===== src/rtl/tdps_pkg.sv =====
`timescale 1ns / 1ps
`default_nettype none
// ----------------------------------------------------------------------------
// tdps_pkg
// Types and constants shared by the two-channel pwm duty sequencer.
// ----------------------------------------------------------------------------
package tdps_pkg;

  localparam int DUTY_W    = 16;
  localparam int IN_DUTY_W = 17;
  localparam int CFG_W     = 16;
  localparam int CFG_IDX_W = 1;

  localparam logic [IN_DUTY_W-1:0] DUTY_ONE   = 17'd32768;
  localparam logic [CFG_W-1:0]     WRAP_RESET = 16'd12499;
  localparam logic [CFG_W-1:0]     STEP_RESET = 16'd1;

  localparam logic [CFG_IDX_W-1:0] REG_STEP_MS  = 1'b0;
  localparam logic [CFG_IDX_W-1:0] REG_PWM_WRAP = 1'b1;

  typedef enum logic [1:0] {
    KIND_TICK  = 2'd0,
    KIND_BEGIN = 2'd1,
    KIND_ROW   = 2'd2,
    KIND_END   = 2'd3
  } kind_t;

  // per-word status carried from the control stage to the level stage
  typedef struct packed {
    logic play;
    logic armed;
    logic nz_a;
    logic nz_b;
  } stat_t;

endpackage

`default_nettype wire


===== src/rtl/tdps_if.sv =====
`timescale 1ns / 1ps
`default_nettype none
// ----------------------------------------------------------------------------
// tdps_in_if / tdps_out_if
// Valid/ready channels for input words and result words.
// ----------------------------------------------------------------------------
interface tdps_in_if;
  import tdps_pkg::*;

  logic                        valid;
  logic                        ready;
  logic [1:0]                  kind;
  logic                        trigger;
  logic signed [IN_DUTY_W-1:0] duty_a;
  logic signed [IN_DUTY_W-1:0] duty_b;
  logic                        b_present;

  modport source (output valid, kind, trigger, duty_a, duty_b, b_present, input ready);
  modport sink   (input valid, kind, trigger, duty_a, duty_b, b_present, output ready);
endinterface

interface tdps_out_if;
  import tdps_pkg::*;

  logic              valid;
  logic              ready;
  logic [DUTY_W-1:0] level_a;
  logic [DUTY_W-1:0] level_b;
  logic              playing;
  logic              armed;

  modport source (output valid, level_a, level_b, playing, armed, input ready);
  modport sink   (input valid, level_a, level_b, playing, armed, output ready);
endinterface

`default_nettype wire


===== src/rtl/tdps_ram.sv =====
`timescale 1ns / 1ps
`default_nettype none
// ----------------------------------------------------------------------------
// tdps_ram
// Generic single-write, single-read ram with registered read data.
// ----------------------------------------------------------------------------
module tdps_ram #(
  parameter int WIDTH = 16,
  parameter int DEPTH = 64
) (
  input  wire logic                                     clk,
  input  wire logic                                     we,
  input  wire logic [(DEPTH > 1 ? $clog2(DEPTH) : 1)-1:0] waddr,
  input  wire logic [WIDTH-1:0]                         wdata,
  input  wire logic                                     re,
  input  wire logic [(DEPTH > 1 ? $clog2(DEPTH) : 1)-1:0] raddr,
  output logic      [WIDTH-1:0]                         rdata
);

  logic [WIDTH-1:0] mem [DEPTH];

  always_ff @(posedge clk) begin
    if (we) begin
      mem[waddr] <= wdata;
    end
    if (re) begin
      rdata <= mem[raddr];
    end
  end

endmodule

`default_nettype wire


===== src/rtl/tdps_ctrl.sv =====
`timescale 1ns / 1ps
`default_nettype none
// ----------------------------------------------------------------------------
// tdps_ctrl
// Sequencer state: table loading, trigger start/stop and step timing.
// Drives duty store writes and the read address for the state after a word.
// ----------------------------------------------------------------------------
module tdps_ctrl #(
  parameter int MAX_STEPS = 64,
  parameter int ADDR_W    = 6
) (
  input  wire logic                                   clk,
  input  wire logic                                   rst_n,
  input  wire logic                                   fire,
  input  wire logic [1:0]                             kind,
  input  wire logic                                   trigger,
  input  wire logic [tdps_pkg::IN_DUTY_W-1:0]          duty_a,
  input  wire logic [tdps_pkg::IN_DUTY_W-1:0]          duty_b,
  input  wire logic                                   b_present,
  input  wire logic [tdps_pkg::CFG_W-1:0]              step_ms,
  output logic                                        we_a,
  output logic                                        we_b,
  output logic      [ADDR_W-1:0]                      waddr_a,
  output logic      [ADDR_W-1:0]                      waddr_b,
  output logic      [ADDR_W-1:0]                      raddr_a,
  output logic      [ADDR_W-1:0]                      raddr_b,
  output tdps_pkg::stat_t                             stat_nxt
);
  import tdps_pkg::*;

  localparam int CNT_W = $clog2(MAX_STEPS + 1);
  localparam logic [CNT_W-1:0] MAX_CNT = CNT_W'(MAX_STEPS);

  logic [CNT_W-1:0] count_a_r, count_a_nxt;
  logic [CNT_W-1:0] count_b_r, count_b_nxt;
  logic [CNT_W-1:0] loop_r, loop_nxt;
  logic [CNT_W-1:0] step_r, step_nxt;
  logic [CFG_W-1:0] ms_r, ms_nxt;
  logic             load_r, load_nxt;
  logic             enabled_r, enabled_nxt;
  logic             running_r, running_nxt;

  logic [CFG_W-1:0] period;
  logic [CFG_W:0]   ms_inc;
  logic [CNT_W:0]   step_inc;
  logic             ok_a, ok_b;
  logic [CNT_W-1:0] idx_a, idx_b;

  assign period   = (step_ms == '0) ? STEP_RESET : step_ms;
  assign ms_inc   = {1'b0, ms_r} + {{CFG_W{1'b0}}, 1'b1};
  assign step_inc = {1'b0, step_r} + {{CNT_W{1'b0}}, 1'b1};
  assign ok_a     = load_r && (count_a_r < MAX_CNT) && (duty_a <= DUTY_ONE);
  assign ok_b     = load_r && b_present && (count_b_r < MAX_CNT) && (duty_b <= DUTY_ONE);

  always_comb begin
    count_a_nxt = count_a_r;
    count_b_nxt = count_b_r;
    loop_nxt    = loop_r;
    step_nxt    = step_r;
    ms_nxt      = ms_r;
    load_nxt    = load_r;
    enabled_nxt = enabled_r;
    running_nxt = running_r;
    we_a        = 1'b0;
    we_b        = 1'b0;
    if (fire) begin
      unique case (kind_t'(kind))
        KIND_TICK: begin
          if (trigger && !running_r && enabled_r) begin
            running_nxt = 1'b1;
            step_nxt    = '0;
            ms_nxt      = '0;
          end else if (!trigger && running_r) begin
            running_nxt = 1'b0;
          end else if (running_r && enabled_r) begin
            if (ms_inc >= {1'b0, period}) begin
              ms_nxt   = '0;
              step_nxt = (step_inc >= {1'b0, loop_r}) ? '0 : step_inc[CNT_W-1:0];
            end else begin
              ms_nxt = ms_inc[CFG_W-1:0];
            end
          end
        end
        KIND_BEGIN: begin
          count_a_nxt = '0;
          count_b_nxt = '0;
          load_nxt    = 1'b1;
          enabled_nxt = 1'b0;
          running_nxt = 1'b0;
        end
        KIND_ROW: begin
          we_a = ok_a;
          we_b = ok_b;
          if (ok_a) begin
            count_a_nxt = count_a_r + {{(CNT_W-1){1'b0}}, 1'b1};
          end
          if (ok_b) begin
            count_b_nxt = count_b_r + {{(CNT_W-1){1'b0}}, 1'b1};
          end
        end
        KIND_END: begin
          if (load_r) begin
            load_nxt    = 1'b0;
            loop_nxt    = (count_a_r > count_b_r) ? count_a_r : count_b_r;
            enabled_nxt = (count_a_r != '0) || (count_b_r != '0);
            step_nxt    = '0;
            ms_nxt      = '0;
          end
        end
        default: ;
      endcase
    end
  end

  assign waddr_a = count_a_r[ADDR_W-1:0];
  assign waddr_b = count_b_r[ADDR_W-1:0];

  // a channel past its end holds its last entry
  assign idx_a   = (step_nxt < count_a_nxt) ? step_nxt : count_a_nxt - {{(CNT_W-1){1'b0}}, 1'b1};
  assign idx_b   = (step_nxt < count_b_nxt) ? step_nxt : count_b_nxt - {{(CNT_W-1){1'b0}}, 1'b1};
  assign raddr_a = idx_a[ADDR_W-1:0];
  assign raddr_b = idx_b[ADDR_W-1:0];

  assign stat_nxt.play  = running_nxt && enabled_nxt;
  assign stat_nxt.armed = enabled_nxt;
  assign stat_nxt.nz_a  = count_a_nxt != '0;
  assign stat_nxt.nz_b  = count_b_nxt != '0;

  always_ff @(posedge clk) begin
    if (!rst_n) begin
      count_a_r <= '0;
      count_b_r <= '0;
      loop_r    <= '0;
      step_r    <= '0;
      ms_r      <= '0;
      load_r    <= 1'b0;
      enabled_r <= 1'b0;
      running_r <= 1'b0;
    end else begin
      count_a_r <= count_a_nxt;
      count_b_r <= count_b_nxt;
      loop_r    <= loop_nxt;
      step_r    <= step_nxt;
      ms_r      <= ms_nxt;
      load_r    <= load_nxt;
      enabled_r <= enabled_nxt;
      running_r <= running_nxt;
    end
  end

  a_run_needs_enable: assert property (@(posedge clk) disable iff (!rst_n)
    running_r |-> enabled_r)
    else $error("running without a loaded sequence");

  a_step_in_loop: assert property (@(posedge clk) disable iff (!rst_n)
    running_r |-> (step_r < loop_r))
    else $error("step position outside loop length");

  a_count_bound: assert property (@(posedge clk) disable iff (!rst_n)
    (count_a_r <= MAX_CNT) && (count_b_r <= MAX_CNT))
    else $error("table count beyond capacity");

  a_no_write_outside_load: assert property (@(posedge clk) disable iff (!rst_n)
    (we_a || we_b) |-> (load_r && !running_r))
    else $error("duty store written outside load mode");

endmodule

`default_nettype wire


===== src/rtl/tdps_level.sv =====
`timescale 1ns / 1ps
`default_nettype none
// ----------------------------------------------------------------------------
// tdps_level
// Scales the two looked-up duties by the pwm wrap and holds the result word.
// ----------------------------------------------------------------------------
module tdps_level (
  input  wire logic                        clk,
  input  wire logic                        rst_n,
  input  wire logic                        s1_valid,
  input  wire tdps_pkg::stat_t             s1_stat,
  input  wire logic [tdps_pkg::DUTY_W-1:0] duty_a,
  input  wire logic [tdps_pkg::DUTY_W-1:0] duty_b,
  input  wire logic [tdps_pkg::CFG_W-1:0]  pwm_wrap,
  output logic                             adv,
  tdps_out_if.source                       out_ch
);
  import tdps_pkg::*;

  localparam int PROD_W = DUTY_W + CFG_W;

  logic              out_valid_r;
  logic [DUTY_W-1:0] level_a_r, level_b_r;
  logic              playing_r, armed_r;
  logic [PROD_W-1:0] prod_a, prod_b;

  assign adv    = !out_valid_r || out_ch.ready;
  assign prod_a = duty_a * pwm_wrap;
  assign prod_b = duty_b * pwm_wrap;

  always_ff @(posedge clk) begin
    if (!rst_n) begin
      out_valid_r <= 1'b0;
    end else if (adv) begin
      out_valid_r <= s1_valid;
    end
  end

  // level = duty * wrap >> 15, low 16 bits; zero unless playing and the channel is nonempty
  always_ff @(posedge clk) begin
    if (adv && s1_valid) begin
      level_a_r <= (s1_stat.play && s1_stat.nz_a) ? prod_a[DUTY_W+14:15] : '0;
      level_b_r <= (s1_stat.play && s1_stat.nz_b) ? prod_b[DUTY_W+14:15] : '0;
      playing_r <= s1_stat.play;
      armed_r   <= s1_stat.armed;
    end
  end

  assign out_ch.valid   = out_valid_r;
  assign out_ch.level_a = level_a_r;
  assign out_ch.level_b = level_b_r;
  assign out_ch.playing = playing_r;
  assign out_ch.armed   = armed_r;

endmodule

`default_nettype wire


===== src/rtl/two_channel_pwm_duty_sequencer_core.sv =====
`timescale 1ns / 1ps
`default_nettype none
// ----------------------------------------------------------------------------
// two_channel_pwm_duty_sequencer_core
// Two-channel pwm duty sequencer: table load, trigger playback, level scaling.
// ----------------------------------------------------------------------------
// Every input word (tick, begin load, append row, end load) gives exactly one
// result word via the stage-one and output registers; a new word can be taken
// every cycle unless the output stalls. Stage one updates the sequencer state
// and reads both duty tables (one registered read port each); the output stage
// multiplies the duties by pwm_wrap. The tables need no clearing after reset.
// Write step_ms and pwm_wrap only while no word is in flight.
module two_channel_pwm_duty_sequencer_core #(
  parameter int MAX_STEPS = 64
) (
  input  wire logic                            clk,
  input  wire logic                            rst_n,
  tdps_in_if.sink                              in_ch,
  tdps_out_if.source                           out_ch,
  input  wire logic                            cfg_we,
  input  wire logic [tdps_pkg::CFG_IDX_W-1:0]  cfg_idx,
  input  wire logic [tdps_pkg::CFG_W-1:0]      cfg_wdata
);
  import tdps_pkg::*;

  localparam int ADDR_W = (MAX_STEPS > 1) ? $clog2(MAX_STEPS) : 1;

  logic [CFG_W-1:0]  step_ms_r, pwm_wrap_r;
  logic              s1_valid_r;
  stat_t             s1_stat_r, stat_nxt;
  logic              adv, in_fire;
  logic              we_a, we_b;
  logic [ADDR_W-1:0] waddr_a, waddr_b, raddr_a, raddr_b;
  logic [DUTY_W-1:0] rdata_a, rdata_b;

  assign in_ch.ready = !s1_valid_r || adv;
  assign in_fire     = in_ch.valid && in_ch.ready;

  always_ff @(posedge clk) begin
    if (!rst_n) begin
      step_ms_r  <= STEP_RESET;
      pwm_wrap_r <= WRAP_RESET;
    end else if (cfg_we) begin
      unique case (cfg_idx)
        REG_STEP_MS:  step_ms_r  <= cfg_wdata;
        REG_PWM_WRAP: pwm_wrap_r <= cfg_wdata;
        default: ;
      endcase
    end
  end

  tdps_ctrl #(
    .MAX_STEPS (MAX_STEPS),
    .ADDR_W    (ADDR_W)
  ) u_ctrl (
    .clk       (clk),
    .rst_n     (rst_n),
    .fire      (in_fire),
    .kind      (in_ch.kind),
    .trigger   (in_ch.trigger),
    .duty_a    (in_ch.duty_a),
    .duty_b    (in_ch.duty_b),
    .b_present (in_ch.b_present),
    .step_ms   (step_ms_r),
    .we_a      (we_a),
    .we_b      (we_b),
    .waddr_a   (waddr_a),
    .waddr_b   (waddr_b),
    .raddr_a   (raddr_a),
    .raddr_b   (raddr_b),
    .stat_nxt  (stat_nxt)
  );

  tdps_ram #(.WIDTH(DUTY_W), .DEPTH(MAX_STEPS)) u_store_a (
    .clk   (clk),
    .we    (we_a),
    .waddr (waddr_a),
    .wdata (in_ch.duty_a[DUTY_W-1:0]),
    .re    (in_fire),
    .raddr (raddr_a),
    .rdata (rdata_a)
  );

  tdps_ram #(.WIDTH(DUTY_W), .DEPTH(MAX_STEPS)) u_store_b (
    .clk   (clk),
    .we    (we_b),
    .waddr (waddr_b),
    .wdata (in_ch.duty_b[DUTY_W-1:0]),
    .re    (in_fire),
    .raddr (raddr_b),
    .rdata (rdata_b)
  );

  // stage one holds the word status while the table read completes
  always_ff @(posedge clk) begin
    if (!rst_n) begin
      s1_valid_r <= 1'b0;
    end else if (in_ch.ready) begin
      s1_valid_r <= in_ch.valid;
    end
  end

  always_ff @(posedge clk) begin
    if (in_fire) begin
      s1_stat_r <= stat_nxt;
    end
  end

  tdps_level u_level (
    .clk      (clk),
    .rst_n    (rst_n),
    .s1_valid (s1_valid_r),
    .s1_stat  (s1_stat_r),
    .duty_a   (rdata_a),
    .duty_b   (rdata_b),
    .pwm_wrap (pwm_wrap_r),
    .adv      (adv),
    .out_ch   (out_ch)
  );

  a_fire_fills_s1: assert property (@(posedge clk) disable iff (!rst_n)
    in_fire |=> s1_valid_r)
    else $error("accepted word lost before stage one");

  a_s1_to_out: assert property (@(posedge clk) disable iff (!rst_n)
    (s1_valid_r && adv) |=> out_ch.valid)
    else $error("stage one word lost before output");

  a_play_needs_armed: assert property (@(posedge clk) disable iff (!rst_n)
    out_ch.valid |-> (!out_ch.playing || out_ch.armed))
    else $error("playing reported without armed");

  a_stopped_zero: assert property (@(posedge clk) disable iff (!rst_n)
    (out_ch.valid && !out_ch.playing) |-> (out_ch.level_a == '0 && out_ch.level_b == '0))
    else $error("nonzero level while stopped");

endmodule

`default_nettype wire


===== src/flat_wrapper.sv =====
// flat-port wrapper written by rule: the top's interface ports become plain ports
module two_channel_pwm_duty_sequencer_core_flat import tdps_pkg::*;
#(
  parameter int MAX_STEPS = 64
)
  (clk, rst_n, cfg_we, cfg_idx, cfg_wdata, in_ch_valid, in_ch_kind, in_ch_trigger, in_ch_duty_a, in_ch_duty_b, in_ch_b_present, in_ch_ready, out_ch_valid, out_ch_level_a, out_ch_level_b, out_ch_playing, out_ch_armed, out_ch_ready);
  tdps_in_if in_ch_i ();
  tdps_out_if out_ch_i ();
  input  wire logic clk;
  input  wire logic rst_n;
  input  wire logic cfg_we;
  input  wire logic [tdps_pkg::CFG_IDX_W-1:0] cfg_idx;
  input  wire logic [tdps_pkg::CFG_W-1:0] cfg_wdata;
  input wire logic [$bits(in_ch_i.valid)-1:0] in_ch_valid;
  input wire logic [$bits(in_ch_i.kind)-1:0] in_ch_kind;
  input wire logic [$bits(in_ch_i.trigger)-1:0] in_ch_trigger;
  input wire logic [$bits(in_ch_i.duty_a)-1:0] in_ch_duty_a;
  input wire logic [$bits(in_ch_i.duty_b)-1:0] in_ch_duty_b;
  input wire logic [$bits(in_ch_i.b_present)-1:0] in_ch_b_present;
  output wire logic [$bits(in_ch_i.ready)-1:0] in_ch_ready;
  output wire logic [$bits(out_ch_i.valid)-1:0] out_ch_valid;
  output wire logic [$bits(out_ch_i.level_a)-1:0] out_ch_level_a;
  output wire logic [$bits(out_ch_i.level_b)-1:0] out_ch_level_b;
  output wire logic [$bits(out_ch_i.playing)-1:0] out_ch_playing;
  output wire logic [$bits(out_ch_i.armed)-1:0] out_ch_armed;
  input wire logic [$bits(out_ch_i.ready)-1:0] out_ch_ready;
  assign in_ch_i.valid = in_ch_valid;
  assign in_ch_i.kind = in_ch_kind;
  assign in_ch_i.trigger = in_ch_trigger;
  assign in_ch_i.duty_a = in_ch_duty_a;
  assign in_ch_i.duty_b = in_ch_duty_b;
  assign in_ch_i.b_present = in_ch_b_present;
  assign in_ch_ready = in_ch_i.ready;
  assign out_ch_valid = out_ch_i.valid;
  assign out_ch_level_a = out_ch_i.level_a;
  assign out_ch_level_b = out_ch_i.level_b;
  assign out_ch_playing = out_ch_i.playing;
  assign out_ch_armed = out_ch_i.armed;
  assign out_ch_i.ready = out_ch_ready;
  two_channel_pwm_duty_sequencer_core #(.MAX_STEPS(MAX_STEPS)) u_core (.clk(clk), .rst_n(rst_n), .in_ch(in_ch_i), .out_ch(out_ch_i), .cfg_we(cfg_we), .cfg_idx(cfg_idx), .cfg_wdata(cfg_wdata));
endmodule

===== config.mk =====
export PLATFORM = sky130hd
export DESIGN_NAME = two_channel_pwm_duty_sequencer_core_flat
export DESIGN_NICKNAME = d
export VERILOG_FILES = /design/src/rtl/tdps_pkg.sv /design/src/rtl/tdps_if.sv /design/src/rtl/tdps_ram.sv /design/src/rtl/tdps_ctrl.sv /design/src/rtl/tdps_level.sv /design/src/rtl/two_channel_pwm_duty_sequencer_core.sv /design/src/flat_wrapper.sv
export SDC_FILE = /design/constraint.sdc
export NUM_CORES = 2
export LEC_CHECK = 0
export CORE_ASPECT_RATIO = 0.9
export CORE_MARGIN = 4
export CORE_UTILIZATION = 30
export DETAILED_ROUTE_END_ITERATION = 8
export DONT_BUFFER_PORTS = 1
export GPL_ROUTABILITY_DRIVEN = 0
export PLACE_DENSITY_LB_ADDON = 0.05
export SETUP_SLACK_MARGIN = 0.3
export SYNTH_ARGS = -nofsm -noshare
export SYNTH_HDL_FRONTEND = slang
export SYNTH_SLANG_ARGS = --single-unit

===== constraint.sdc =====
create_clock -name clk -period 15.59 [get_ports clk]
set_input_delay 0.7795 -clock clk [delete_from_list [all_inputs] [get_ports clk]]
set_output_delay 0.7795 -clock clk [all_outputs]
set_load 0.02 [all_outputs]

==> qor.yml <==
vias: 64000
grt_pass1_wl_um: 527000
switching_share_pct: 27.4
nets: 8475
grt_max_degree: 127
grt_pass1_vias: 64600
wirelength_um: 376000
cp_data_arrival_time_ns: 9.98
hold_buffers: 90
cts.sinks: 2199
pwr-share-seq_pct: 42.7
die-area_um2: 354000
yosys_warnings: 0
die_h_um: 565
grt_overflow_total: 0
setup.worst_path.class: "flip-flop to flip-flop"
min_path_type: "primary input to flip-flop"
p_switching_w: 0.00421
cp_slowest_cell: "buf_4"
dominantRegCellSynth: "edfxtp_1"
fin_skew_ns: 0.0720
rsz0062_at_grt: "false"
slew-limit-headroom_pct: 15.5
worstMarginPinSlew_ns: 1.26
fin_crit_ns: 9.33
slew_violations: 0
synth_cells: 7612
antenna_found_initial: 41
dpl.hpwl_um: 210000
cts_buffer_depth: 4
whs_ns: 0.0758
p_int_w: 0.0111
io_pins: 96
synthArstFlopShare_pct: 0
comb_power_share_pct: 17.6
drive_gt1_share_pct: 11.0
start_util_pct: 30.1
fillCellCount: 33200
cts_resized: 0
path_clk_slew_ns: 0.06
die_w_um: 627
viasPerCell: 5.11
leakage_nw: 41.1
peakVddDrop_mv: 0.0885
clk_latency_ns: 0.90
htree_levels: 5
postSynthAreaPerCell_um2: 13.6
hold_violations: 0
p_per_area_nw_per_um2: 129
core_um2: 343000
postRouteAntennaNets: 0
final_cell_mix: "edfxtp_1, nand2_1, inv_1"
cts_buffers: 264
regArea_um2: 65200
cp_max_fo: 56
syn_nets: 8306
synth_edf_count: 2118
fmax_mhz: 107
dr.first_iter.drc_count: 5483
fin_crit_sh_pct: 59.9
crit_path_max_incr_delay_ns: 0.81
syn_to_final_growth_pct: 15.2
post_drt_wl_per_cell_um: 30.0
root_buffer: "clkbuf_16"
multi_input_area_um2: 34700
setup_viol: 0
synth_seq_cells: 2199
r2r-start: "u_core.u_ctrl.ms_r[0]"
end_kind: "flip-flop"
fin_setup_tns_ns: 0
cp.required_ns: 16.24
syn_area_um2: 103000
io_buffers: 0
post_cts_buffers: 0
drv_cap: 0
start_kind: "flip-flop"
largestRegisters: "u_core.u_store_a.mem x1024, u_core.u_store_b.mem x1024"
drc: 0
ys_types: 91
status: "complete, no violations"
final_util_pct: 34.7
cts_tree: "done"
drt_first_pass_iters: 5
min_from: "in_ch_duty_a[6]"
layout_commonest_cell: "edfxtp_1"
rows: 204
grtUsageTotal_pct: 20.9
clkPwrFrac_pct: 39.8
ys_seq_area_share_pct: 63.0
critPathLaunch: "u_core.u_ctrl.ms_r[0]"
## worst paths after layout
check / to / slack (ns) / depth (start not counted)
setup / recovery: u_core.u_store_b.rdata[10] / 6.26 / 26
hold / removal: u_core.u_store_a.mem[22][6] / 0.08 / 0
setup reg to reg: u_core.u_store_b.rdata[10] / 6.26 / 26
hold reg to reg: u_core.step_ms_r[11] / 0.48 / 2
## Yosys cell counts, types with 7 or more instances
library cell  count  area share (%)
and4_1           24            0.20
mux4_2          128             2.8
clkbuf_1        254            0.92
nor4_1           15           0.091
nor3_1           26            0.13
fa_1            384             7.4
nor2_1          239            0.87
buf_4            16            0.12
o211ai_1          8           0.058
a32o_1           62            0.60
nand3_1         278             1.3
a21oi_1         181            0.88
a21o_1           21            0.15
and3_1           16           0.097
a211oi_1          9           0.065
ha_1            250             3.0
buf_1            17           0.062
dfxtp_1          81             1.6
xor2_1           20            0.17
a211o_1          31            0.26
a22oi_1          80            0.58
mux2i_1         280             2.7
a31oi_1          35            0.21
o21a_1           10           0.073
nor3b_1           8           0.058
a311o_1          15            0.15
a311oi_1         30            0.25
nand2_1        1534             5.6
buf_2           140            0.68
nand4_1         210             1.3
xnor2_1          40            0.34
edfxtp_1       2118              61
o21ai_0          86            0.42
buf_6             9           0.098
inv_1           501             1.8
nand2b_1          7           0.042
a32oi_1         117            0.99
and2_1          191             1.2
## cells by family (layout without fill, tap and decap cells)
kind of cell	after synthesis	in the layout	share of synthesized area, %
buffers and inverters	941	1305	3.71
adders and majority gates	634	634	10.5
xor gates and xnor gates	60	60	0.508
muxes	415	415	5.59
AOI/OAI and AO/OA	768	768	5.52
DFF	2199	2199	63.0
and+or+nand+nor	2595	2595	11.2
other	0	20	0
## routing by layer
layer	share of wire [%]	routed length, µm	global-route usage, %	vias to the layer above
met5	0	0	0	-
met4	1.9	7290	3.96	0
met3	4.4	16600	2.52	368
met2	46	172000	33.2	1614
met1	48	180000	30.9	34000
li1	-	-	-	28100
## final cells by class
class                      count  area share (%)
antenna                       20          0.0420
clock buffer                 322            5.90
clock inverter               139            1.10
inverter                     505            1.59
multi-input combinational   4472            29.1
sequential                  2199            54.7
tap                         4532            4.76
timing repair buffer         339            2.77
## worst max-delay path, delay by kind of cell, from the launching register on
family                     cells  cell delay, ns
AOI/OAI and AO/OA              7            2.64
muxes                          2            0.71
DFF                            1            0.40
adders and majority gates      3            0.92
and+or+nand+nor               10            2.30
buffers and inverters          3            1.93
xor gates and xnor gates       1            0.12
## stage by stage
stage          setup WS [ns]  instance area, µm²  instances  power, W
4_1_cts                 6.18              119000      12500    0.0156
5_1_grt                 5.50              119000      12500    0.0162
3_5_place_dp            6.17              109000      12000   0.00927
2_1_floorplan           9.04              103000       7612   0.00851
6_report                6.26              119000      12500    0.0154
3_3_place_gp            6.15              109000      12000   0.00928
## power groups by stage
stage,Clock [W],Combinational (W),Sequential [W]
after detailed placement,0,0.00260,0.00667
after floorplan,0,0.00185,0.00666
final,0.00611,0.00270,0.00655
after global placement,0,0.00261,0.00667
after global routing,0.00652,0.00312,0.00655
after CTS,0.00628,0.00278,0.00655
No activity file was read; power rests on OpenSTA's default activity.
